**src/hdl/assert_macros.svh**
```systemverilog
// assertion helpers; expect clk and rst in the enclosing scope
`ifndef ASSERT_MACROS_SVH
`define ASSERT_MACROS_SVH

`define RBL_ASSERT(lbl, prop, msg) \
  lbl: assert property (@(posedge clk) disable iff (rst) prop) else $error(msg);

`define RBL_ASSERT_ALWAYS(lbl, prop, msg) \
  lbl: assert property (@(posedge clk) prop) else $error(msg);

`endif

```
**src/hdl/rbl_pkg.sv**
```systemverilog
`default_nettype none
package rbl_pkg;

  localparam int ENTRIES_DEF = 16;
  localparam int HANDLE_W    = 32;
  localparam int SIZE_W      = 16;
  localparam int OFFSET_W    = 20;
  localparam int SLOT_W      = 4;
  localparam int TOTAL_W     = 20;
  localparam int REC_W       = HANDLE_W + SIZE_W;

  localparam logic [TOTAL_W-1:0] TOTAL_MAX = '1;

  localparam logic OP_ADD    = 1'b0;
  localparam logic OP_LOOKUP = 1'b1;

  typedef enum logic [2:0] {
    ST_IDLE,
    ST_ADD_RD,
    ST_ADD_WR,
    ST_LK_RD,
    ST_LK_CHK
  } state_t;

endpackage
`default_nettype wire

```
**src/hdl/ring_buffer_byte_offset_lookup.sv**
```systemverilog
// Add: reads the slot to be overwritten (ADD_RD), writes it (ADD_WR), then strobes done.
// Lookup: reads the oldest record (LK_RD), then walks 1..ENTRIES records in LK_CHK until a hit or the last,
// one stored record per cycle through the single record-memory read port; an
// empty ring answers from LK_RD. A new start is taken in the done cycle.
// Reset (synchronous rst) clears positions, count and total; stores are not cleared.
`default_nettype none
`include "assert_macros.svh"
module ring_buffer_byte_offset_lookup #(
  parameter int ENTRIES = rbl_pkg::ENTRIES_DEF
) (
  input  wire logic                          clk,
  input  wire logic                          rst,
  input  wire logic                          start,
  output      logic                          busy,
  input  wire logic                          op,
  input  wire logic [rbl_pkg::HANDLE_W-1:0]  record_handle,
  input  wire logic [rbl_pkg::SIZE_W-1:0]    record_size,
  input  wire logic [rbl_pkg::OFFSET_W-1:0]  byte_offset,
  output      logic                          done,
  output      logic                          found,
  output      logic [rbl_pkg::SLOT_W-1:0]    slot_index,
  output      logic [rbl_pkg::HANDLE_W-1:0]  hit_handle,
  output      logic [rbl_pkg::SIZE_W-1:0]    hit_size,
  output      logic [rbl_pkg::SIZE_W-1:0]    byte_in_record,
  output      logic                          evicted,
  output      logic [rbl_pkg::HANDLE_W-1:0]  evicted_handle,
  output      logic [rbl_pkg::TOTAL_W-1:0]   total_bytes
);

  localparam int PW     = $clog2(ENTRIES);
  localparam int CW     = $clog2(ENTRIES + 1);
  localparam int EXACT_W = $clog2(ENTRIES * 65535 + 1);
  localparam int SUM_W  = (EXACT_W > rbl_pkg::OFFSET_W) ? EXACT_W : rbl_pkg::OFFSET_W;
  localparam int EXT_W  = (PW > rbl_pkg::SLOT_W) ? PW : rbl_pkg::SLOT_W;
  localparam logic [PW-1:0] LAST_SLOT = PW'(ENTRIES - 1);

  rbl_pkg::state_t state, state_next;

  logic [PW-1:0]                   wr_pos;
  logic [PW-1:0]                   rd_pos;
  logic [CW-1:0]                   count;
  logic [SUM_W-1:0]                byte_total;
  logic [PW-1:0]                   idx;
  logic [CW-1:0]                   rem;
  logic [SUM_W-1:0]                sum;
  logic [rbl_pkg::HANDLE_W-1:0]    req_handle;
  logic [rbl_pkg::SIZE_W-1:0]      req_size;
  logic [rbl_pkg::OFFSET_W-1:0]    req_offset;

  logic                            mem_wr_en;
  logic                            mem_rd_en;
  logic [PW-1:0]                   mem_rd_addr;
  logic [rbl_pkg::REC_W-1:0]       mem_rd_data;

  logic                            full;
  logic [rbl_pkg::SIZE_W-1:0]      rd_size;
  logic [rbl_pkg::HANDLE_W-1:0]    rd_handle;
  logic [SUM_W-1:0]                sum_plus;
  logic                            hit;
  logic [SUM_W-1:0]                in_rec;
  logic [SUM_W-1:0]                add_total;
  logic [rbl_pkg::TOTAL_W-1:0]     add_total_sat;
  logic [rbl_pkg::TOTAL_W-1:0]     cur_total_sat;
  logic [PW-1:0]                   wr_pos_next;
  logic [PW-1:0]                   rd_pos_next;
  logic [PW-1:0]                   idx_next;
  logic [EXT_W-1:0]                wr_slot_ext;
  logic [EXT_W-1:0]                idx_slot_ext;

  rbl_mem #(
    .ENTRIES (ENTRIES),
    .AW      (PW)
  ) u_mem (
    .clk     (clk),
    .wr_en   (mem_wr_en),
    .wr_addr (wr_pos),
    .wr_data ({req_handle, req_size}),
    .rd_en   (mem_rd_en),
    .rd_addr (mem_rd_addr),
    .rd_data (mem_rd_data)
  );

  assign full          = (count == CW'(ENTRIES));
  assign rd_size       = mem_rd_data[rbl_pkg::SIZE_W-1:0];
  assign rd_handle     = mem_rd_data[rbl_pkg::REC_W-1:rbl_pkg::SIZE_W];
  assign sum_plus      = sum + SUM_W'(rd_size);
  assign hit           = (sum_plus > SUM_W'(req_offset));
  assign in_rec        = SUM_W'(req_offset) - sum;
  assign add_total     = byte_total - (full ? SUM_W'(rd_size) : '0) + SUM_W'(req_size);
  assign add_total_sat = (add_total > SUM_W'(rbl_pkg::TOTAL_MAX)) ?
                         rbl_pkg::TOTAL_MAX : add_total[rbl_pkg::TOTAL_W-1:0];
  assign cur_total_sat = (byte_total > SUM_W'(rbl_pkg::TOTAL_MAX)) ?
                         rbl_pkg::TOTAL_MAX : byte_total[rbl_pkg::TOTAL_W-1:0];
  assign wr_pos_next   = (wr_pos == LAST_SLOT) ? '0 : wr_pos + PW'(1);
  assign rd_pos_next   = (rd_pos == LAST_SLOT) ? '0 : rd_pos + PW'(1);
  assign idx_next      = (idx == LAST_SLOT) ? '0 : idx + PW'(1);
  assign wr_slot_ext   = EXT_W'(wr_pos);
  assign idx_slot_ext  = EXT_W'(idx);

  always_comb begin
    state_next = state;
    case (state)
      rbl_pkg::ST_IDLE: begin
        if (start) begin
          state_next = (op == rbl_pkg::OP_ADD) ? rbl_pkg::ST_ADD_RD : rbl_pkg::ST_LK_RD;
        end
      end
      rbl_pkg::ST_ADD_RD: state_next = rbl_pkg::ST_ADD_WR;
      rbl_pkg::ST_ADD_WR: state_next = rbl_pkg::ST_IDLE;
      rbl_pkg::ST_LK_RD: begin
        state_next = (count == '0) ? rbl_pkg::ST_IDLE : rbl_pkg::ST_LK_CHK;
      end
      rbl_pkg::ST_LK_CHK: begin
        if (hit || rem == CW'(1)) begin
          state_next = rbl_pkg::ST_IDLE;
        end
      end
      default: state_next = rbl_pkg::ST_IDLE;
    endcase
  end

  always_comb begin
    busy        = 1'b1;
    mem_wr_en   = 1'b0;
    mem_rd_en   = 1'b0;
    mem_rd_addr = idx_next;
    case (state)
      rbl_pkg::ST_IDLE: busy = 1'b0;
      rbl_pkg::ST_ADD_RD: begin
        mem_rd_en   = 1'b1;
        mem_rd_addr = wr_pos;
      end
      rbl_pkg::ST_ADD_WR: mem_wr_en = 1'b1;
      rbl_pkg::ST_LK_RD: begin
        mem_rd_en   = (count != '0);
        mem_rd_addr = rd_pos;
      end
      rbl_pkg::ST_LK_CHK: mem_rd_en = 1'b1;
      default: busy = 1'b1;
    endcase
  end

  always_ff @(posedge clk) begin
    if (rst) begin
      state      <= rbl_pkg::ST_IDLE;
      wr_pos     <= '0;
      rd_pos     <= '0;
      count      <= '0;
      byte_total <= '0;
      done       <= 1'b0;
    end else begin
      state <= state_next;
      done  <= 1'b0;
      case (state)
        rbl_pkg::ST_ADD_WR: begin
          byte_total <= add_total;
          wr_pos     <= wr_pos_next;
          if (full) begin
            rd_pos <= rd_pos_next;
          end else begin
            count <= count + CW'(1);
          end
          done <= 1'b1;
        end
        rbl_pkg::ST_LK_RD: begin
          if (count == '0) begin
            done <= 1'b1;
          end
        end
        rbl_pkg::ST_LK_CHK: begin
          if (hit || rem == CW'(1)) begin
            done <= 1'b1;
          end
        end
        default: done <= 1'b0;
      endcase
    end
  end

  always_ff @(posedge clk) begin
    case (state)
      rbl_pkg::ST_IDLE: begin
        if (start) begin
          req_handle <= record_handle;
          req_size   <= record_size;
          req_offset <= byte_offset;
        end
      end
      rbl_pkg::ST_ADD_WR: begin
        found          <= 1'b0;
        slot_index     <= wr_slot_ext[rbl_pkg::SLOT_W-1:0];
        hit_handle     <= '0;
        hit_size       <= '0;
        byte_in_record <= '0;
        evicted        <= full;
        evicted_handle <= full ? rd_handle : '0;
        total_bytes    <= add_total_sat;
      end
      rbl_pkg::ST_LK_RD: begin
        idx            <= rd_pos;
        rem            <= count;
        sum            <= '0;
        found          <= 1'b0;
        slot_index     <= '0;
        hit_handle     <= '0;
        hit_size       <= '0;
        byte_in_record <= '0;
        evicted        <= 1'b0;
        evicted_handle <= '0;
        total_bytes    <= cur_total_sat;
      end
      rbl_pkg::ST_LK_CHK: begin
        if (hit) begin
          found          <= 1'b1;
          slot_index     <= idx_slot_ext[rbl_pkg::SLOT_W-1:0];
          hit_handle     <= rd_handle;
          hit_size       <= rd_size;
          byte_in_record <= in_rec[rbl_pkg::SIZE_W-1:0];
        end else begin
          sum <= sum_plus;
          idx <= idx_next;
          rem <= rem - CW'(1);
        end
      end
      default: begin
        sum <= sum;
      end
    endcase
  end

  `RBL_ASSERT(a_done_idle, done |-> (state == rbl_pkg::ST_IDLE), "done outside idle")
  `RBL_ASSERT(a_count_range, count <= CW'(ENTRIES), "record count above depth")
  `RBL_ASSERT(a_full_aligned, full |-> (wr_pos == rd_pos), "full ring with split positions")
  `RBL_ASSERT(a_evict_full, (done && evicted) |-> full, "eviction without full ring")
  `RBL_ASSERT(a_hit_inside, (done && found) |-> (byte_in_record < hit_size), "hit past record end")

endmodule
`default_nettype wire

```
**src/hdl/rbl_mem.sv**
```systemverilog
`default_nettype none
module rbl_mem #(
  parameter int ENTRIES = rbl_pkg::ENTRIES_DEF,
  parameter int AW      = $clog2(ENTRIES)
) (
  input  wire logic                     clk,
  input  wire logic                     wr_en,
  input  wire logic [AW-1:0]            wr_addr,
  input  wire logic [rbl_pkg::REC_W-1:0] wr_data,
  input  wire logic                     rd_en,
  input  wire logic [AW-1:0]            rd_addr,
  output      logic [rbl_pkg::REC_W-1:0] rd_data
);

  logic [rbl_pkg::REC_W-1:0] mem [ENTRIES];

  always_ff @(posedge clk) begin
    if (wr_en) begin
      mem[wr_addr] <= wr_data;
    end
  end

  always_ff @(posedge clk) begin
    if (rd_en) begin
      rd_data <= mem[rd_addr];
    end
  end

endmodule
`default_nettype wire

```
**config.mk**
```make
export PLATFORM = sky130hd
export DESIGN_NAME = ring_buffer_byte_offset_lookup
export DESIGN_NICKNAME = d
export VERILOG_FILES = /design/src/hdl/rbl_pkg.sv /design/src/hdl/ring_buffer_byte_offset_lookup.sv /design/src/hdl/rbl_mem.sv
export VERILOG_INCLUDE_DIRS = /design/src /design/src/hdl
export SDC_FILE = /design/constraint.sdc
export NUM_CORES = 1
export LEC_CHECK = 0
export ABC_AREA = 1
export ABC_CLOCK_PERIOD_IN_PS = 12800
export BUFFER_PORTS_ARGS = -buffer_cell sky130_fd_sc_hd__buf_2
export CORE_UTILIZATION = 40
export CTS_CLUSTER_SIZE = 25
export DETAILED_ROUTE_END_ITERATION = 8
export PLACE_DENSITY = 0.63
export SYNTH_ARGS = -nofsm -noshare
export SYNTH_HDL_FRONTEND = slang
export SYNTH_HIERARCHICAL = 1
export SYNTH_SLANG_ARGS = --single-unit
```
**constraint.sdc**
```tcl
create_clock -name clk -period 12.8 [get_ports clk]
set_input_delay 1.28 -clock clk [delete_from_list [all_inputs] [get_ports clk]]
set_output_delay 1.28 -clock clk [all_outputs]
set_load 0.01 [all_outputs]
```
# Word-level counts from Yosys, hierarchy flattened
# Memory sizes are Yosys's and may differ from the RTL's. A register that Yosys moved wholly into a read port is not among the register bits.
# Cells that the tools add are included.
# op_classes
add_sub_neg,9
multipliers,0
n_div,0
n_lt_le_gt_ge,3
eq_ne,13
n_shift,0
n_mux,40
bitwise,1
n_reduce_logical,17
# ops
operator,count
case mux 32 bit (2 select lines),2
case mux 20 bit (2 select lines),2
two-way mux 32 bit,2
case mux 16 bit (2 select lines),2
two-way mux 20 bit,3
two-way mux 16 bit,3
adder 20 x 16 -> 20 bit,2
"> comparator 20 bit, second input constant",2
> comparator 20 bit,1
two-way mux 4 bit,5
subtractor 20 x 16 -> 20 bit,1
case mux 4 bit (2 select lines),2
subtractor 16 bit,1
AND reduction 2 bit,7
"adder 4 x 1 -> 4 bit, second input constant",3
"equality test 4 bit, second input constant",3
case mux 3 bit (4 select lines),1
case mux 4 bit (3 select lines),1
case mux 5 bit (2 select lines),1
two-way mux 3 bit,3
"!= test 2 bit, second input constant",4
two-way mux 1 bit,7
"equality test 3 x 2 -> 1 bit, second input constant",2
case mux 1 bit (2 select lines),3
other kinds (17),20
# word_totals
regBits,256
latch_bits,0
mem_bits_rw,768
mem_bits_ro,0
input_bits,72
out_inout_bits,124
word_cells,104
memories,1
# mem_list
memory,depth,word_bits,rd,rd_clocked_by_memory_dff,wr,line,rtl
u_mem.mem,16,48,1,1,1,rbl_mem.sv:15,logic [rbl_pkg::REC_W-1:0] mem [ENTRIES];

# Depth between registers and ports, before layout
# Gate-level depths: netlist (run 1).
# depth
ltp_word,7
ltp_mapped,23
mapped_depth_nobuf,23

# By module
# The synthesis (run 1) kept the hierarchy.
# by_module_without_submodules
mod,instances,cells_per_inst,area_per_inst_um2,seq_area_each_um2
rbl_mem,1,3165,34469.3,24503.5
ring_buffer_byte_offset_lookup,1,1416,13397.8,7317.0

# Worst setup path after synthesis (run 1)
# Ideal clock, no wire load.
# synth_path
path_type,reg-to-reg
from,register sum[0]
to,"register byte_in_record[0] (netlist bit), enable pin"
setup_time_ps,511
arrival_time_ps,5807
required_time_ps,12289
path_slack_ps,6482
stages_incl_launch_ff,21
path_buffers,0
synth_period_minus_slack_ps,6318
path_cell_list,edfxtp_1 > ha_1 > fa_1 > nand3_1 > nand3_2 > nand3_1 > nand2_1 > nand2_1 > nand2_2 > a21o_1 > nand2_1 > inv_1 > ha_1 > nand2_1 > nor2_1 > nand2_1 > nor2_1 > nand2_1 > nand3_1 > nand2_1 > o22ai_1
# synth_via
elab_chain_len,4
# synth_lines
element,line,rtl
from (decl),ring_buffer_byte_offset_lookup.sv:45,logic [SUM_W-1:0] sum;
from (signal assigned),ring_buffer_byte_offset_lookup.sv:220,sum <= sum_plus;
from (signal assigned),ring_buffer_byte_offset_lookup.sv:226,sum <= sum;
adder 20 x 16 -> 20 bit,ring_buffer_byte_offset_lookup.sv:86,assign sum_plus = sum + SUM_W'(rd_size);
via sum_plus[18],ring_buffer_byte_offset_lookup.sv:58,logic [SUM_W-1:0] sum_plus;
> comparator 20 bit,ring_buffer_byte_offset_lookup.sv:87,assign hit = (sum_plus > SUM_W'(req_offset));
!= test 2 bit (no source line),-,
AND reduction 2 bit (no source line),-,
to (signal assigned),ring_buffer_byte_offset_lookup.sv:218,byte_in_record <= in_rec[rbl_pkg::SIZE_W-1:0];
to (decl),ring_buffer_byte_offset_lookup.sv:24,"output logic [rbl_pkg::SIZE_W-1:0] byte_in_record,"
# The timed path passes the listed nets, and every way through them passes these cells.
# A chain may end at the register's enable or synchronous reset.

# Final worst setup path (run 1)
# layout_path
from,register state[2]
to,"register u_mem/rd_data[8] (netlist bit) (read register of u_mem.mem), data pin"
# layout_via
word_cells_on_any_way,6
classes_between,eq/ne: 3; mux: 2; reduce/logical: 1
# layout_lines
element,line,rtl
from (decl),ring_buffer_byte_offset_lookup.sv:37,"rbl_pkg::state_t state, state_next;"
from (signal assigned),ring_buffer_byte_offset_lookup.sv:145,state <= rbl_pkg::ST_IDLE;
from (signal assigned),ring_buffer_byte_offset_lookup.sv:152,state <= state_next;
equality test 3 x 2 -> 1 bit or equality test 3 x 1 -> 1 bit (tied branches),ring_buffer_byte_offset_lookup.sv:127,case (state)
case mux 4 bit (2 select lines) (*),ring_buffer_byte_offset_lookup.sv:127,
via mem_rd_addr[0],ring_buffer_byte_offset_lookup.sv:52,logic [PW-1:0] mem_rd_addr;
to (decl),rbl_mem.sv:12,output logic [rbl_pkg::REC_W-1:0] rd_data
# Mark *: on every way through the listed nets, which the timed path passes. The rest lies on a longest branch.

==> reports/metrics.yaml, run 1 <==
finalSetupTns_ps: 0
ant_nets: 0
post-route-min-period_ps: 5480
synth_top_area_share_pct: 64.9
yosys.cell_types.count: 49
vias_per_cell: 4.93
ys_seq_area_share_pct: 66.5
wirelength_mm: 123
swShare_pct: 25.0
cts_max_path_buffers: 3
power_frac_comb_pct: 10.3
async_flop_share_pct: 0
clk_latency_ps: 720
p_seq_share_pct: 50.1
cp.required_ps: 13130
synth_nets: 4750
numCtsBuffers: 111
die-area_mm2: 0.121
rows: 126
p_switching_uw: 2010
root_buffer: "clkbuf_16"
rsz0062_at_grt: "no"
clock-sinks: 1072
hold_violations: 0
io_pins: 196
finalCritPeriodShare_pct: 42.8
gp_congestion: 0.887
routedWlPerCell_um: 19.0
peakVddDrop_mv: 0.115
grt_max_degree: 222
path_clk_slew_ps: 60
final_common_cell: "nand2_1"
first_pass_iters: 5
drt-initial-drc-count: 2785
cts_setup_buffers: 0
nNetsFinal: 4915
worstSetupPathType: "flop to flop"
htreeDepth: 3
crit_chain: "nor2_4 > nand2_2 > o22ai_1 > a21oi_4 > buf_12 > clkinv_8 > buf_4 > nand2_1 > nand2_1 > nand2_1 > nand3_1 > nand3_1 > nand2_1"
setup_viol: 0
gr-usage-all-layers_pct: 20.1
netlist_area_mm2: 0.0479
crit_path_end_kind: "flop"
critical-path-max-stage-delay_ps: 1040
grt_overflow: 0
synthCells: 4581
post-route-util_pct: 45.5
grt_pass1_vias: 30455
hold_ws_ps: 482
die-height_um: 348
coreArea_mm2: 0.118
status: "finished, final reports clean"
tritoncts: "built"
powerDensity_mw_per_mm2: 149
route.vias.total: 31725
fmax_mhz: 182
avgSynthCellArea_um2: 10.4
synthTopCellsByArea: "edfxtp_1 65%, nand2_1 9.7%, inv_1 6.7%, nand3_1 6.6%, ha_1 2.1%"
cts_resized: 0
p_int_uw: 6020
drc: 0
most-common-layout-cells: "1240 x nand2_1, 1035 x edfxtp_1, 855 x inv_1"
drv_cap: 0
cts_hold_buf: 0
place.port_buffers: 195
initial_core_util_pct: 40.4
area_growth_pct: 12.5
cp.arrival_ps: 5820
cp_max_fo: 221
pwr-share-clk_pct: 39.5
cp_common_cell: "nand2_1"
die_w_um: 348
maxSlewViolCount: 0
synth_edf_count: 1035
cp-start-kind: "flop"
grt_pass1_wl_mm: 184
p_leak_uw: 0.0230
slew_headroom_pct: 13.4
ys_warn_count: 6
synth_area_leader_cell: "edfxtp_1"
dp_hpwl_mm: 66.0
ys_ff_latch: 1072
skew_ps: 29.0
antenna_found_initial: 6
tightestPinTransition_ps: 1300
postSynth.topFlopCell: "edfxtp_1"
final_layout_size_suffix_gt1_share_pct: 9.20
cpMaxStageDelayCell: "clkinv_8"
hold_path.class: "flop to flop"
==> cell families after synthesis <==
family	share of synthesized area, %
fa+ha+maj	2.82
flops	66.5
xor+xnor	0.491
buf+inv	9.17
compound gates	2.39
simple gates	18.7
==> power groups by stage <==
stage	combinational (uW)	clock, uW	sequential, uW
after floorplan	575	0	4080
after global placement	819	0	4090
after detailed placement	828	0	4100
after CTS	832	3240	4020
after global routing	924	3370	4030
final	830	3170	4020
==> worst max-delay path, delay by kind of cell, from the launching register on <==
family	cells	cell delay, ps
AO/OA/AOI/OAI	2	410
buffers and inverters	3	2270
flip-flops	1	500
AND/OR/NAND/NOR	8	1340
==> sequential cells by signal, summed over array words and instances, names as in the netlist, 5 cells and up <==
signal / cells
req_size: 16
sum: 20
u_mem/rd_data: 48
total_bytes: 20
count: 5
evicted_handle: 32
req_offset: 20
byte_in_record: 16
u_mem/mem: 768
byte_total: 20
rem: 5
req_handle: 32
hit_handle: 32
hit_size: 16
==> synthesized netlist by cell type, types with 6 or more instances <==
| master | count |
|---|---|
| a21o_1 | 9 |
| buf_6 | 35 |
| buf_4 | 12 |
| nand4_1 | 11 |
| xnor2_1 | 6 |
| xor2_1 | 19 |
| nand2_1 | 1240 |
| ha_1 | 79 |
| inv_2 | 10 |
| clkbuf_1 | 41 |
| a21oi_1 | 97 |
| o22ai_1 | 9 |
| dfxtp_1 | 37 |
| nand3b_1 | 8 |
| nor2_1 | 201 |
| nor3_1 | 11 |
| buf_1 | 7 |
| inv_1 | 857 |
| o21bai_1 | 6 |
| nand3_1 | 628 |
| o21ai_1 | 10 |
| edfxtp_1 | 1035 |
| o21ai_0 | 60 |
| buf_2 | 88 |
| fa_1 | 18 |
==> final cells by class <==
class                   count  area (um2)
fillers                 10822       64500
flip-flops and latches   1072       31800
multi-input cells        2455       11900
inverters                 870        3290
clock buffers             130        2900
well taps                1600        2000
repair buffers            236        1310
clock inverters            76         664
diodes                      1        2.50
==> final timing paths <==
check / startpoint / end / slack [ps] / cells after the start
hold reg to reg: byte_total[0]$_SDFFE_PP0P_ / byte_total[0]$_SDFFE_PP0P_ / 480 / 2
setup / recovery: state[2]$_SDFFE_PP0P_ / u_mem/rd_data[8]$_DFFE_PP_ / 7320 / 13
hold / removal: byte_total[0]$_SDFFE_PP0P_ / byte_total[0]$_SDFFE_PP0P_ / 480 / 2
setup reg to reg: state[2]$_SDFFE_PP0P_ / u_mem/rd_data[8]$_DFFE_PP_ / 7320 / 13
==> through the flow <==
step / cells / worst slack [ps] / total power [uW] / area, um2
final: 6440 / 7320 / 8020 / 53900
after global routing: 6439 / 7240 / 8330 / 53800
after CTS: 6439 / 7580 / 8090 / 53800
after detailed placement: 6233 / 7620 / 4930 / 50300
after global placement: 6233 / 7670 / 4910 / 50300
after floorplan: 4581 / 6480 / 4660 / 47900
==> layer usage <==
layer  vias to the layer above  part of all wire (%)  wire [um]  GRT usage, %
li1                      15230                     -          -             -
met1                     15112                    43      52400          27.1
met2                      1166                    46      56500          32.4
met3                       215                   7.8       9610          3.78
met4                         2                   3.3       4070          7.54
met5                         -                0.0065          8             0
Power figures use the tool's default switching activity.
==> run 2, diff against run 1 <==
Settings changed: ABC_CLOCK_PERIOD_IN_PS 12800 to 5250.
Clock period 12.8 ns to 5.25 ns, I/O delays scaled along.
==> reports/metrics.yaml, run 2 (same netlist as run 1, synthesis figures left out) <==
status: "finished, final reports clean"
cp.arrival_ps: 4660  # -1160 ps
rows: 126  # unchanged
place.port_buffers: 195  # unchanged
rsz0062_at_grt: "no"
route.vias.total: 32213  # +1.5%
cp.required_ps: 5580  # -7550 ps
rr_worst_depth: 21  # +8
tightestPinTransition_ps: 1110  # -191 ps
vias_per_cell: 4.95  # +0.46%
hold_path.class: "primary input to flop"
area_growth_pct: 14.4
powerDensity_mw_per_mm2: 363  # +140%
maxSlewViolCount: 0  # unchanged
largest-register: "u_mem/mem"
dp_hpwl_mm: 67.9  # +2.9%
fillCellCount: 10800  # -0.20%
post-route-min-period_ps: 4320  # -1160 ps
grt_busiest_layer: "met2"
crit_chain: "ha_1 > fa_1 > nand3_1 > nand3_2 > nand3_1 > nand2_1 > nand2_1 > nand2_2 > a21o_1 > nand2_1 > inv_1 > ha_1 > nand2_1 > nor2_1 > nand2_1 > nor2_1 > nand2_1 > nand3_1 > nand2_1 > o22ai_4 > buf_4"
finalSetupTns_ps: 0  # unchanged
use_met1_pct: 27.7  # +0.66 points
ant_nets: 0  # unchanged
grt_overflow: 0  # unchanged
finalCritPeriodShare_pct: 82.3  # +39 points
gp_congestion: 0.891  # +0.39%
numCtsBuffers: 112  # +0.90%
place_ws_ps: 888  # -6730 ps
grt_pass1_vias: 30633  # +0.58%
nNetsFinal: 4980  # +1.3%
htreeDepth: 3  # unchanged
die-area_mm2: 0.121  # unchanged
reg.largest.list: "u_mem/mem (768), u_mem/rd_data (48)"
cts_max_path_buffers: 3  # unchanged
first_pass_iters: 6  # +1
grt_pass1_wl_mm: 186  # +1.2%
cp_common_cell: "nand2_1"
drt-initial-drc-count: 2941  # +5.6%
final_common_cell: "nand2_1"
grt_util_met3_pct: 2.78  # -1.0 points
tritoncts: "built"
worst_slack_ps: 927  # -6390 ps
gr-usage-all-layers_pct: 20.3  # +0.11 points
grt_max_degree: 197  # -11%
clock-sinks: 1072  # unchanged
die_w_um: 348  # unchanged
hold_depth: 1  # -1
ff_latch_area_mm2: 0.0318  # unchanged
worstSetupPathType: "flop to flop"
multi_input_area_mm2: 0.0119  # unchanged
slew_headroom_pct: 26.1  # +13 points
cts_setup_buffers: 0  # unchanged
path_clk_slew_ps: 60  # about the same
coreArea_mm2: 0.118  # unchanged
peakVddDrop_mv: 0.253  # +120%
p_leak_uw: 0.0234  # +1.7%
routedWlPerCell_um: 18.9  # -0.66%
cp-start-kind: "flop"
final_layout_size_suffix_gt1_share_pct: 9.49  # +0.30 points
drc: 0  # unchanged
antenna_found_initial: 1  # -5
die-height_um: 348  # unchanged
cpMaxStageDelayCell: "buf_4"
crit_path_end_kind: "flop"
clk_latency_ps: 710  # about the same
fmax_mhz: 231  # +27%
wirelength_mm: 123  # +0.40%
root_buffer: "clkbuf_16"
cts_resized: 0  # unchanged
largest_register_ffs: 768  # unchanged
cts_hold_buf: 53  # +53
initial_core_util_pct: 40.4  # unchanged
drv_cap: 0  # unchanged
setup_viol: 0  # unchanged
io_pins: 196  # unchanged
cp_max_fo: 45  # -80%
use_met2_pct: 33.3  # +0.90 points
hold_violations: 0  # unchanged
most-common-layout-cells: "1240 x nand2_1, 1035 x edfxtp_1, 855 x inv_1"
skew_ps: 26.7  # -2.28 ps
critical-path-max-stage-delay_ps: 640  # -400 ps
-- run 2: path summary, 6_finish.rpt --
check | startpoint | endpoint | slack (ps)
worst max-delay path | sum[0]$_SDFFCE_PN0P_ | hit_handle[22]$_SDFFCE_PN0P_ | 930
worst min-delay path | record_handle[31] | req_handle[31]$_DFFE_PP_ | 30
worst max register to register | sum[0]$_SDFFCE_PN0P_ | hit_handle[22]$_SDFFCE_PN0P_ | 930
worst min register to register | byte_total[0]$_SDFFE_PP0P_ | byte_total[0]$_SDFFE_PP0P_ | 500
-- run 2: per-layer routing --
layer | wire length (um) | share of wire (%)
met5 | 0 | 0
met4 | 3440 | 2.8
met3 | 8730 | 7.1
met2 | 57900 | 47
met1 | 53000 | 43
-- run 2: report_power, final --
part | switching [uW] | total [uW] | internal (uW)
Combinational | 1420 | 2060 | 635
Sequential | 167 | 9800 | 9640
Clock | 3370 | 8030 | 4660
-- run 2: critical path, delay by kind of cell, from the launching register on --
family          cells  cell delay [ps]
fa+ha+maj           3              940
compound gates      2              310
buf+inv             2              700
flops               1              400
simple gates       14             1580
-- run 2: through the flow --
| stage | instance area [um2] | std cells | total power, uW | util, % | hold slack [ps] |
|---|---|---|---|---|---|
| floorplan | 47900 | 4581 | 11400 | - | 443 |
| global placement | 50500 | 6244 | 12000 | 42.7 | 466 |
| detailed placement | 50500 | 6244 | 12000 | 42.7 | 476 |
| CTS | 54800 | 6508 | 20000 | 46.3 | 0.236 |
| global route | 54800 | 6508 | 20600 | 46.3 | 3.17 |
| finish | 54800 | 6509 | 19900 | 46.3 | 30.2 |
-- run 2: cell type report --
class | count | share of cell area [%]
flip-flops and latches | 1072 | 58.1
multi-input cells | 2455 | 21.7
inverters | 870 | 6.00
clock buffers | 141 | 5.45
repair buffers | 300 | 3.81
well taps | 1600 | 3.66
clock inverters | 70 | 1.31
diodes | 1 | 0.00457
